`src/rtl/assert_macros.svh`:
```
// ============================================================================
// Assertion macros
// Concurrent assertion wrappers shared by the RTL. They expand to nothing
// when SYNTHESIS is defined.
// ============================================================================
`ifndef ASSERT_MACROS_SVH
`define ASSERT_MACROS_SVH

`ifndef SYNTHESIS

// Checked property, switched off while reset is asserted (active low).
`define ASSERT_CLK_RST(lbl, clk, rst_n, prop) \
    lbl: assert property (@(posedge clk) disable iff (!rst_n) prop) \
        else $error("%m: assertion failed");

// Checked property that also holds during reset.
`define ASSERT_CLK(lbl, clk, prop) \
    lbl: assert property (@(posedge clk) prop) \
        else $error("%m: assertion failed");

`else

`define ASSERT_CLK_RST(lbl, clk, rst_n, prop)
`define ASSERT_CLK(lbl, clk, prop)

`endif

`endif

```
`src/rtl/acu_pkg.sv`:
```
// ============================================================================
// Accumulator CPU execute unit package
// Transaction types and operation codes of the execute unit.
// ============================================================================
package acu_pkg;

    // One decoded instruction.
    typedef struct packed {
        logic [5:0]  op;
        logic [15:0] operand_value;
        logic [15:0] next_pc;
    } t_in;

    // Architectural result of one instruction.
    typedef struct packed {
        logic [15:0] new_pc;
        logic [15:0] acc_out;
        logic [15:0] index_out;
        logic [15:0] stack_out;
        logic [3:0]  flags_out;
        logic        store_valid;
        logic [15:0] store_address;
        logic [15:0] store_data;
        logic        store_is_byte;
        logic        illegal;
    } t_out;

    // Operation codes.
    localparam logic [5:0] OP_NOP     = 6'd0;
    localparam logic [5:0] OP_MOVFA   = 6'd1;
    localparam logic [5:0] OP_MOVAF   = 6'd2;
    localparam logic [5:0] OP_MOVSPA  = 6'd3;
    localparam logic [5:0] OP_MOVASP  = 6'd4;
    localparam logic [5:0] OP_NEG_A   = 6'd5;
    localparam logic [5:0] OP_NEG_X   = 6'd6;
    localparam logic [5:0] OP_ASL_A   = 6'd7;
    localparam logic [5:0] OP_ASL_X   = 6'd8;
    localparam logic [5:0] OP_ASR_A   = 6'd9;
    localparam logic [5:0] OP_ASR_X   = 6'd10;
    localparam logic [5:0] OP_NOT_A   = 6'd11;
    localparam logic [5:0] OP_NOT_X   = 6'd12;
    localparam logic [5:0] OP_ROL_A   = 6'd13;
    localparam logic [5:0] OP_ROL_X   = 6'd14;
    localparam logic [5:0] OP_ROR_A   = 6'd15;
    localparam logic [5:0] OP_ROR_X   = 6'd16;
    localparam logic [5:0] OP_BR      = 6'd17;
    localparam logic [5:0] OP_BRLE    = 6'd18;
    localparam logic [5:0] OP_BRLT    = 6'd19;
    localparam logic [5:0] OP_BREQ    = 6'd20;
    localparam logic [5:0] OP_BRNE    = 6'd21;
    localparam logic [5:0] OP_BRGE    = 6'd22;
    localparam logic [5:0] OP_BRGT    = 6'd23;
    localparam logic [5:0] OP_BRV     = 6'd24;
    localparam logic [5:0] OP_BRC     = 6'd25;
    localparam logic [5:0] OP_LDW_A   = 6'd26;
    localparam logic [5:0] OP_LDW_X   = 6'd27;
    localparam logic [5:0] OP_LDB_A   = 6'd28;
    localparam logic [5:0] OP_LDB_X   = 6'd29;
    localparam logic [5:0] OP_STW_A   = 6'd30;
    localparam logic [5:0] OP_STW_X   = 6'd31;
    localparam logic [5:0] OP_STB_A   = 6'd32;
    localparam logic [5:0] OP_STB_X   = 6'd33;
    localparam logic [5:0] OP_CPW_A   = 6'd34;
    localparam logic [5:0] OP_CPW_X   = 6'd35;
    localparam logic [5:0] OP_CPB_A   = 6'd36;
    localparam logic [5:0] OP_CPB_X   = 6'd37;
    localparam logic [5:0] OP_ADD_A   = 6'd38;
    localparam logic [5:0] OP_ADD_X   = 6'd39;
    localparam logic [5:0] OP_SUB_A   = 6'd40;
    localparam logic [5:0] OP_SUB_X   = 6'd41;
    localparam logic [5:0] OP_AND_A   = 6'd42;
    localparam logic [5:0] OP_AND_X   = 6'd43;
    localparam logic [5:0] OP_OR_A    = 6'd44;
    localparam logic [5:0] OP_OR_X    = 6'd45;
    localparam logic [5:0] OP_XOR_A   = 6'd46;
    localparam logic [5:0] OP_XOR_X   = 6'd47;
    localparam logic [5:0] OP_ADDSP   = 6'd48;
    localparam logic [5:0] OP_SUBSP   = 6'd49;

    // Value of a negated word that overflows.
    localparam logic [15:0] MIN_WORD = 16'h8000;

endpackage

```
`src/rtl/accumulator_cpu_execute_unit.sv`:
```
// ============================================================================
// Accumulator CPU execute unit
// Executes one decoded instruction per transaction and keeps A, X, SP and
// the NZVC flags.
// ============================================================================
// The unit takes one instruction every clock cycle unless the result side
// stalls: the instruction is captured in an input register, then one pass of
// ALU and flag logic updates the architectural registers and the result
// register on the same edge, so the next instruction always sees the state
// left by the one before it. When the result side stalls, the input side
// keeps taking one more instruction into its input register before it stalls.
`include "assert_macros.svh"

module accumulator_cpu_execute_unit (
    input  logic          i_clk,
    input  logic          i_rst_n,
    input  logic          i_in_valid,
    output logic          o_in_stall,
    input  acu_pkg::t_in  i_in_data,
    output logic          o_out_valid,
    input  logic          i_out_stall,
    output acu_pkg::t_out o_out_data
);
    import acu_pkg::*;

    // Pipeline registers.
    logic        r_in_valid;
    t_in         r_in;
    logic        r_out_valid;
    t_out        r_out;

    // Architectural state.
    logic [15:0] r_acc;
    logic [15:0] r_idx;
    logic [15:0] r_sp;
    logic [3:0]  r_flags;

    // Next state from the execute pass.
    logic [15:0] n_acc;
    logic [15:0] n_idx;
    logic [15:0] n_sp;
    logic [3:0]  n_flags;
    t_out        n_out;

    // Execute datapath signals.
    logic        w_out_free;
    logic        w_fire;
    logic        w_in_take;
    logic        w_on_x;
    logic [15:0] w_a;
    logic [15:0] w_opr;
    logic [16:0] w_sum_add;
    logic [16:0] w_sum_sub;
    logic [7:0]  w_diff8;
    logic        w_v_add;
    logic        w_v_sub;
    logic [15:0] w_res;
    logic        w_wr;
    logic        w_take;

    // Handshake: the result register frees up when empty or being taken.
    assign w_out_free = !r_out_valid || !i_out_stall;
    assign w_fire     = r_in_valid && w_out_free;
    assign o_in_stall = r_in_valid && !w_out_free;
    assign w_in_take  = i_in_valid && !o_in_stall;

    // Register select: shift group uses even codes for X, the rest odd codes.
    always_comb begin
        if (r_in.op >= OP_NEG_A && r_in.op <= OP_ROR_X) begin
            w_on_x = !r_in.op[0];
        end else begin
            w_on_x = r_in.op[0];
        end
    end

    // Shared arithmetic.
    assign w_a       = w_on_x ? r_idx : r_acc;
    assign w_opr     = r_in.operand_value;
    assign w_sum_add = {1'b0, w_a} + {1'b0, w_opr};
    assign w_sum_sub = {1'b0, w_a} + {1'b0, ~w_opr} + 17'd1;
    assign w_diff8   = w_a[7:0] - w_opr[7:0];
    assign w_v_add   = (w_a[15] ^ w_sum_add[15]) & (w_opr[15] ^ w_sum_add[15]);
    assign w_v_sub   = (w_a[15] ^ w_sum_sub[15]) & (~w_opr[15] ^ w_sum_sub[15]);

    // Instruction decode and execute.
    always_comb begin
        n_acc   = r_acc;
        n_idx   = r_idx;
        n_sp    = r_sp;
        n_flags = r_flags;
        w_res   = w_a;
        w_wr    = 1'b0;
        w_take  = 1'b0;
        n_out   = '0;

        case (r_in.op)
            OP_NOP: begin
            end
            OP_MOVFA: begin
                n_acc = {12'd0, r_flags};
            end
            OP_MOVAF: begin
                n_flags = r_acc[3:0];
            end
            OP_MOVSPA: begin
                n_acc = r_sp;
            end
            OP_MOVASP: begin
                n_sp = r_acc;
            end
            OP_NEG_A, OP_NEG_X: begin
                w_res   = 16'd0 - w_a;
                w_wr    = 1'b1;
                n_flags = {w_res[15], w_res == 16'd0, w_res == MIN_WORD, w_a == 16'd0};
            end
            OP_ASL_A, OP_ASL_X: begin
                w_res   = {w_a[14:0], 1'b0};
                w_wr    = 1'b1;
                n_flags = {w_res[15], w_res == 16'd0, w_a[15] ^ w_res[15], w_a[15]};
            end
            OP_ASR_A, OP_ASR_X: begin
                w_res   = {w_a[15], w_a[15:1]};
                w_wr    = 1'b1;
                n_flags = {w_res[15], w_res == 16'd0, 1'b0, w_a[0]};
            end
            OP_NOT_A, OP_NOT_X: begin
                w_res   = ~w_a;
                w_wr    = 1'b1;
                n_flags = {w_res[15], w_res == 16'd0, r_flags[1:0]};
            end
            OP_ROL_A, OP_ROL_X: begin
                w_res   = {w_a[14:0], r_flags[0]};
                w_wr    = 1'b1;
                n_flags = {w_res[15], w_res == 16'd0, r_flags[1], w_a[15]};
            end
            OP_ROR_A, OP_ROR_X: begin
                w_res   = {r_flags[0], w_a[15:1]};
                w_wr    = 1'b1;
                n_flags = {w_res[15], w_res == 16'd0, r_flags[1], w_a[0]};
            end
            OP_BR: begin
                w_take = 1'b1;
            end
            OP_BRLE: begin
                w_take = r_flags[3] | r_flags[2];
            end
            OP_BRLT: begin
                w_take = r_flags[3];
            end
            OP_BREQ: begin
                w_take = r_flags[2];
            end
            OP_BRNE: begin
                w_take = !r_flags[2];
            end
            OP_BRGE: begin
                w_take = !r_flags[3];
            end
            OP_BRGT: begin
                w_take = !r_flags[3] && !r_flags[2];
            end
            OP_BRV: begin
                w_take = r_flags[1];
            end
            OP_BRC: begin
                w_take = r_flags[0];
            end
            OP_LDW_A, OP_LDW_X: begin
                w_res   = w_opr;
                w_wr    = 1'b1;
                n_flags = {w_res[15], w_res == 16'd0, r_flags[1:0]};
            end
            OP_LDB_A, OP_LDB_X: begin
                w_res   = {8'd0, w_opr[7:0]};
                w_wr    = 1'b1;
                n_flags = {1'b0, w_res == 16'd0, r_flags[1:0]};
            end
            OP_STW_A, OP_STW_X: begin
                n_out.store_valid   = 1'b1;
                n_out.store_address = w_opr;
                n_out.store_data    = w_a;
            end
            OP_STB_A, OP_STB_X: begin
                n_out.store_valid   = 1'b1;
                n_out.store_address = w_opr;
                n_out.store_data    = {8'd0, w_a[7:0]};
                n_out.store_is_byte = 1'b1;
            end
            OP_CPW_A, OP_CPW_X: begin
                // Signed compare: N is corrected by the overflow.
                n_flags = {w_sum_sub[15] ^ w_v_sub, w_sum_sub[15:0] == 16'd0,
                           w_v_sub, w_sum_sub[16]};
            end
            OP_CPB_A, OP_CPB_X: begin
                n_flags = {w_diff8[7], w_diff8 == 8'd0, 2'b00};
            end
            OP_ADD_A, OP_ADD_X: begin
                w_res   = w_sum_add[15:0];
                w_wr    = 1'b1;
                n_flags = {w_res[15], w_res == 16'd0, w_v_add, w_sum_add[16]};
            end
            OP_SUB_A, OP_SUB_X: begin
                w_res   = w_sum_sub[15:0];
                w_wr    = 1'b1;
                n_flags = {w_res[15], w_res == 16'd0, w_v_sub, w_sum_sub[16]};
            end
            OP_AND_A, OP_AND_X: begin
                w_res   = w_a & w_opr;
                w_wr    = 1'b1;
                n_flags = {w_res[15], w_res == 16'd0, r_flags[1:0]};
            end
            OP_OR_A, OP_OR_X: begin
                w_res   = w_a | w_opr;
                w_wr    = 1'b1;
                n_flags = {w_res[15], w_res == 16'd0, r_flags[1:0]};
            end
            OP_XOR_A, OP_XOR_X: begin
                w_res   = w_a ^ w_opr;
                w_wr    = 1'b1;
                n_flags = {w_res[15], w_res == 16'd0, r_flags[1:0]};
            end
            OP_ADDSP: begin
                n_sp = r_sp + w_opr;
            end
            OP_SUBSP: begin
                n_sp = r_sp - w_opr;
            end
            default: begin
                n_out.illegal = 1'b1;
            end
        endcase

        // Write back to the selected register.
        if (w_wr) begin
            if (w_on_x) begin
                n_idx = w_res;
            end else begin
                n_acc = w_res;
            end
        end

        n_out.new_pc    = w_take ? w_opr : r_in.next_pc;
        n_out.acc_out   = n_acc;
        n_out.index_out = n_idx;
        n_out.stack_out = n_sp;
        n_out.flags_out = n_flags;
    end

    // Control registers.
    always_ff @(posedge i_clk) begin
        if (!i_rst_n) begin
            r_in_valid  <= 1'b0;
            r_out_valid <= 1'b0;
            r_acc       <= 16'd0;
            r_idx       <= 16'd0;
            r_sp        <= 16'd0;
            r_flags     <= 4'd0;
        end else begin
            if (w_in_take) begin
                r_in_valid <= 1'b1;
            end else if (w_fire) begin
                r_in_valid <= 1'b0;
            end
            if (w_fire) begin
                r_out_valid <= 1'b1;
                r_acc       <= n_acc;
                r_idx       <= n_idx;
                r_sp        <= n_sp;
                r_flags     <= n_flags;
            end else if (!i_out_stall) begin
                r_out_valid <= 1'b0;
            end
        end
    end

    // Payload registers.
    always_ff @(posedge i_clk) begin
        if (w_in_take) begin
            r_in <= i_in_data;
        end
        if (w_fire) begin
            r_out <= n_out;
        end
    end

    assign o_out_valid = r_out_valid;
    assign o_out_data  = r_out;

    // The input side only stalls on a held instruction.
    `ASSERT_CLK_RST(a_stall_needs_item, i_clk, i_rst_n, o_in_stall |-> r_in_valid)
    // A result only appears from a held instruction.
    `ASSERT_CLK_RST(a_no_phantom, i_clk, i_rst_n,
        (!r_in_valid && !r_out_valid) |=> !r_out_valid)
    // The pending result reflects the architectural registers.
    `ASSERT_CLK_RST(a_out_matches_state, i_clk, i_rst_n,
        r_out_valid |-> (r_out.acc_out == r_acc && r_out.index_out == r_idx &&
                         r_out.stack_out == r_sp && r_out.flags_out == r_flags))
    // An illegal instruction leaves the state unchanged and writes nothing.
    `ASSERT_CLK_RST(a_illegal_inert, i_clk, i_rst_n,
        (w_fire && n_out.illegal) |=> ($stable(r_acc) && $stable(r_idx) &&
            $stable(r_sp) && $stable(r_flags) && !r_out.store_valid))

endmodule
```
`config.mk`:
```
export PLATFORM = sky130hd
export DESIGN_NAME = accumulator_cpu_execute_unit
export DESIGN_NICKNAME = d
export VERILOG_FILES = /design/src/rtl/acu_pkg.sv /design/src/rtl/accumulator_cpu_execute_unit.sv
export VERILOG_INCLUDE_DIRS = /design/src /design/src/rtl
export SDC_FILE = /design/constraint.sdc
export NUM_CORES = 1
export LEC_CHECK = 0
export BUFFER_PORTS_ARGS = -buffer_cell sky130_fd_sc_hd__buf_2
export CAP_MARGIN = 10
export CORE_ASPECT_RATIO = 1.25
export CORE_MARGIN = 5
export CORE_UTILIZATION = 35
export CTS_CLUSTER_DIAMETER = 100
export CTS_CLUSTER_SIZE = 25
export DETAILED_ROUTE_END_ITERATION = 8
export PLACE_DENSITY = 0.55
export SETUP_SLACK_MARGIN = 0.1
export SYNTH_ARGS = -nofsm -noshare
export SYNTH_HDL_FRONTEND = slang
export SYNTH_SLANG_ARGS = --single-unit
```
`constraint.sdc`:
```
create_clock -name i_clk -period 5.5 [get_ports i_clk]
set_input_delay 1.1 -clock i_clk [delete_from_list [all_inputs] [get_ports i_clk]]
set_output_delay 1.1 -clock i_clk [all_outputs]
set_load 0.01 [all_outputs]
```
==> summary.log <==
INFO  outcome        run_status=complete, no violations
INFO  route          wire_per_inst=26.2um
INFO  cts            clkSinkCount=195
INFO  synth          synth_top_cells_by_area=sky130_fd_sc_hd__edfxtp_1, sky130_fd_sc_hd__dfxtp_1, sky130_fd_sc_hd__ha_1, sky130_fd_sc_hd__nor2_1, sky130_fd_sc_hd__nand2_1
INFO  timing         skew=13.4ps
INFO  setup_path     peak_per_stage_delay_on_the_critical_path=450ps
INFO  finish         num-fill-cells=3,837
INFO  finish         drive_above_1_share=0.228
INFO  synth          synth_ff_type=sky130_fd_sc_hd__edfxtp_1
INFO  finish         layout.nets=1,866
INFO  synth          synth_simple_gate_area_share=0.202
INFO  synth          netlist_instances=1,544
INFO  synth          synth_top_area_cell=sky130_fd_sc_hd__edfxtp_1
INFO  cts            cts_tree=built
INFO  route          detail_route.iter0.violations=1,365
INFO  synth          synth_compound_gate_area_share=0.229
INFO  route          antenna_left=0
INFO  global_routing number_of_antenna_violations_at_the_first_check_in_global_routing=0
INFO  placement      dp_hpwl=46,100um
INFO  synth          ys_seq_area_frac=0.394
INFO  setup_path     setup.worst_path.start_class=flip-flop
INFO  finish         finalNonFillerCells=2,263
INFO  global_routing number_of_global_route_vias_before_repair=13,191
INFO  synth          synth_edf_count=141
INFO  placement      post_dp_cell_area=15,600um^2
INFO  global_routing globalRouteOverflowTotal=0
INFO  cts            clock-root-buffer=sky130_fd_sc_hd__clkbuf_16
INFO  floorplanning  die_x=186um
INFO  timing         worstMarginPinSlew=1060ps
INFO  global_routing largest_net_degree_at_the_start_of_global_routing=103
INFO  timing         setup_repair_after_global_routing_missed_its_margin=yes
INFO  cts            cts.hold.buffers_added=0
INFO  timing         report.final.setup_viol=0
INFO  setup_path     cp-end-kind=flip-flop
INFO  timing         timing.max_slew.rel_slack=0.291
INFO  synth          yosysUniqueCellTypes=94
INFO  synth          xor_xnor_share_of_the_synthesized_area=0.0428
INFO  synth          synth.mux.area_fraction=0.0200
INFO  cts            ctsHtreeMaxLevel=4
INFO  finish         final_common_cell=sky130_fd_sc_hd__nor2_1
INFO  floorplanning  core_area=38,100um^2
INFO  synth          postSynthRegisterBits=195
INFO  finish         antenna_cells_inserted=0
INFO  setup_path     timing_worst_setup_path_type=reg2reg
INFO  global_routing gr-usage-all-layers=0.273
INFO  cts            clock_tree.buffer_depth=2
INFO  run            max_cap_viol_count=0
INFO  timing         timing.setup.tns=0ps
INFO  synth          synth_fp_nets=1,652
INFO  route          postRouteWirelength=59,200um
INFO  setup_path     crit_chain=or3_4 > o2bb2ai_4 > nor2_4 > clkbuf_16 > mux2_4 > ha_4 > nand4_1 > nor4_4 > o211ai_1 > buf_4 > a211oi_2 > nor2_1 > o21bai_1 > fa_1 > a222oi_1 > o221ai_1 > a21o_1 > a211oi_2 > o221ai_2 > a2111o_1 > o211a_1
INFO  timing         final.min_clock_period=5420ps
INFO  synth          yosysTopAreaCellShare=0.314
INFO  timing         clock.fmax=185MHz
INFO  floorplanning  die_area=42,600um^2
INFO  finish         final_cell_area=16,400um^2
INFO  timing         maxSlewViolCount=0
INFO  setup_path     critical-path-slowest-cell=sky130_fd_sc_hd__edfxtp_1
INFO  cts            total_clock_buffers_created_by_cts=17
INFO  timing         period_share=0.985
INFO  setup_path     worst_path_most_repeated_cell=sky130_fd_sc_hd__a211oi_2
INFO  placement      placedCellCount=2,222
INFO  timing         hold_viol=0
INFO  synth          post_synth_fa_ha_maj_area_fraction=0.0634
INFO  finish         area_growth=21.8%
INFO  synth          yosys_warnings=0
INFO  setup_path     critical_path_buf_inv_count=2
INFO  setup_path     path_max_fanout=5
INFO  floorplanning  rows=80
INFO  synth          synth_async_sr_flop_share=0
INFO  power_and_ir_drop power.ir.vdd_worst=194uV
INFO  route          vias=13,477
INFO  setup_path     worstPathRequired=5860ps
INFO  power_and_ir_drop power_density=249nW/um^2
INFO  cts            clk-insertion-delay-late=480ps
INFO  setup_path     critPathTopFamily=compound AO/OA/AOI/OAI gates
INFO  placement      port_buffers=146
INFO  setup_path     cp_data_arrival_time=5780ps
INFO  floorplanning  starting_density_of_the_core=0.354
INFO  worst_hold_path hold_class=reg2reg
INFO  placement      gpl.final_weighted_congestion=1.03
INFO  synth          synth_top_family_by_area=compound AO/OA/AOI/OAI gates
INFO  finish         final_cell_mix=sky130_fd_sc_hd__nor2_1, sky130_fd_sc_hd__nand2_1, sky130_fd_sc_hd__buf_2, sky130_fd_sc_hd__buf_4, sky130_fd_sc_hd__edfxtp_1
INFO  cts            worst_setup_hold_path_clk_slew=70ps
INFO  route          vias_per_cell=5.96
INFO  synth          syn_area=13,500um^2
INFO  route          drc_errors=0
INFO  power_and_ir_drop leakagePower=6.47nW
INFO  floorplanning  fp.dieH=230um
INFO  global_routing grt_pass1_wl=86,600um
INFO  floorplanning  number_of_i_o_pins=147
INFO  route          drt_pass1_iterations=5
INFO  synth          syn_area_per_cell=8.74um^2
[cell usage after synthesis (all sizes together), types with 15 or more instances]
cell type,instances
nor4,26
nor2b,17
nand2b,18
clkbuf,82
nor2,179
dfxtp,54
xnor2,49
a31oi,24
inv,66
edfxtp,141
or3,15
o211ai,19
a21oi,84
buf,18
o21ai,108
nand2,168
o22ai,21
nor3,34
mux2i,18
ha,62
a22oi,16
a211oi,36
nand4,22
xor2,17
nand3,27
[path summary, 6_finish.rpt]
path | startpoint | to | depth (start not counted) | slack (ps)
setup / recovery | r_in[37] | r_flags[3] | 21 | 80
hold / removal | r_in_valid | o_out_valid | 2 | 500
setup reg to reg | r_in[37] | r_flags[3] | 21 | 80
hold reg to reg | r_in_valid | o_out_valid | 2 | 500
[cell families (layout without fill, tap and decap cells)]
logic type,count (synthesis),count (layout)
buf+inv,169,396
compound gates,453,453
fa+ha+maj,66,66
simple gates,569,569
mux,26,26
xor+xnor,66,66
flops,195,195
[layout make-up]
| class | instances | area, um^2 | share of cell area |
|---|---|---|---|
| clock buffer | 18 | 429 | 0.0261 |
| tap | 492 | 616 | 0.0374 |
| timing repair buffer | 295 | 1880 | 0.115 |
| multi-input combinational | 1180 | 7800 | 0.474 |
| clock inverter | 14 | 135 | 0.00822 |
| inverter | 69 | 264 | 0.0161 |
| sequential | 195 | 5320 | 0.323 |
[per-stage QoR]
step,worst slack [ps],power (mW),util,hold WS [ps]
after global placement,-83.8,2.82,0.408,466
after floorplan,101,2.39,-,451
after detailed placement,-196,2.82,0.408,486
after global routing,-73.7,4.28,0.431,547
final,82.5,4.09,0.431,504
after CTS,101,4.09,0.425,507
[sequential cells by signal, indices dropped and copies added (netlist names)]
| name | cells |
|---|---|
| w_opr | 16 |
| r_idx | 16 |
| r_in_valid | 1 |
| r_in | 22 |
| r_flags | 4 |
| r_acc | 16 |
| r_sp | 16 |
| o_out_data | 103 |
| o_out_valid | 1 |
[timing repair]
item | 4_1_cts | 5_1_grt
setup buffers | 5 | 3
gates resized for setup | 8 | 29
pin swaps | 9 | 15
setup endpoints to repair | 6 | 12
gates cloned | 0 | 1
[per-layer routing]
layer | wire, um | track usage | vias to the layer above
li1 | - | - | 6156
met1 | 24200 | 0.352 | 6489
met2 | 27100 | 0.433 | 672
met3 | 3960 | 0.0413 | 160
met4 | 3940 | 0.153 | 0
met5 | 0 | 0 | -
[power breakdown]
| group | internal [mW] | switching [mW] | total (mW) |
|---|---|---|---|
| clock network | 0.603 | 0.636 | 1.24 |
| logic | 0.410 | 0.714 | 1.12 |
| registers | 1.67 | 0.0609 | 1.73 |
[worst reg2reg max path: cells and delay by family (launching register included)]
family / cells / cell delay, ps
AOI/OAI and AO/OA: 11 / 2440
muxes: 1 / 330
DFF: 1 / 450
and+or+nand+nor: 5 / 1070
buffers and inverters: 2 / 340
adders and majority gates: 2 / 720
Note: power is estimated with default switching activity, not from simulation.
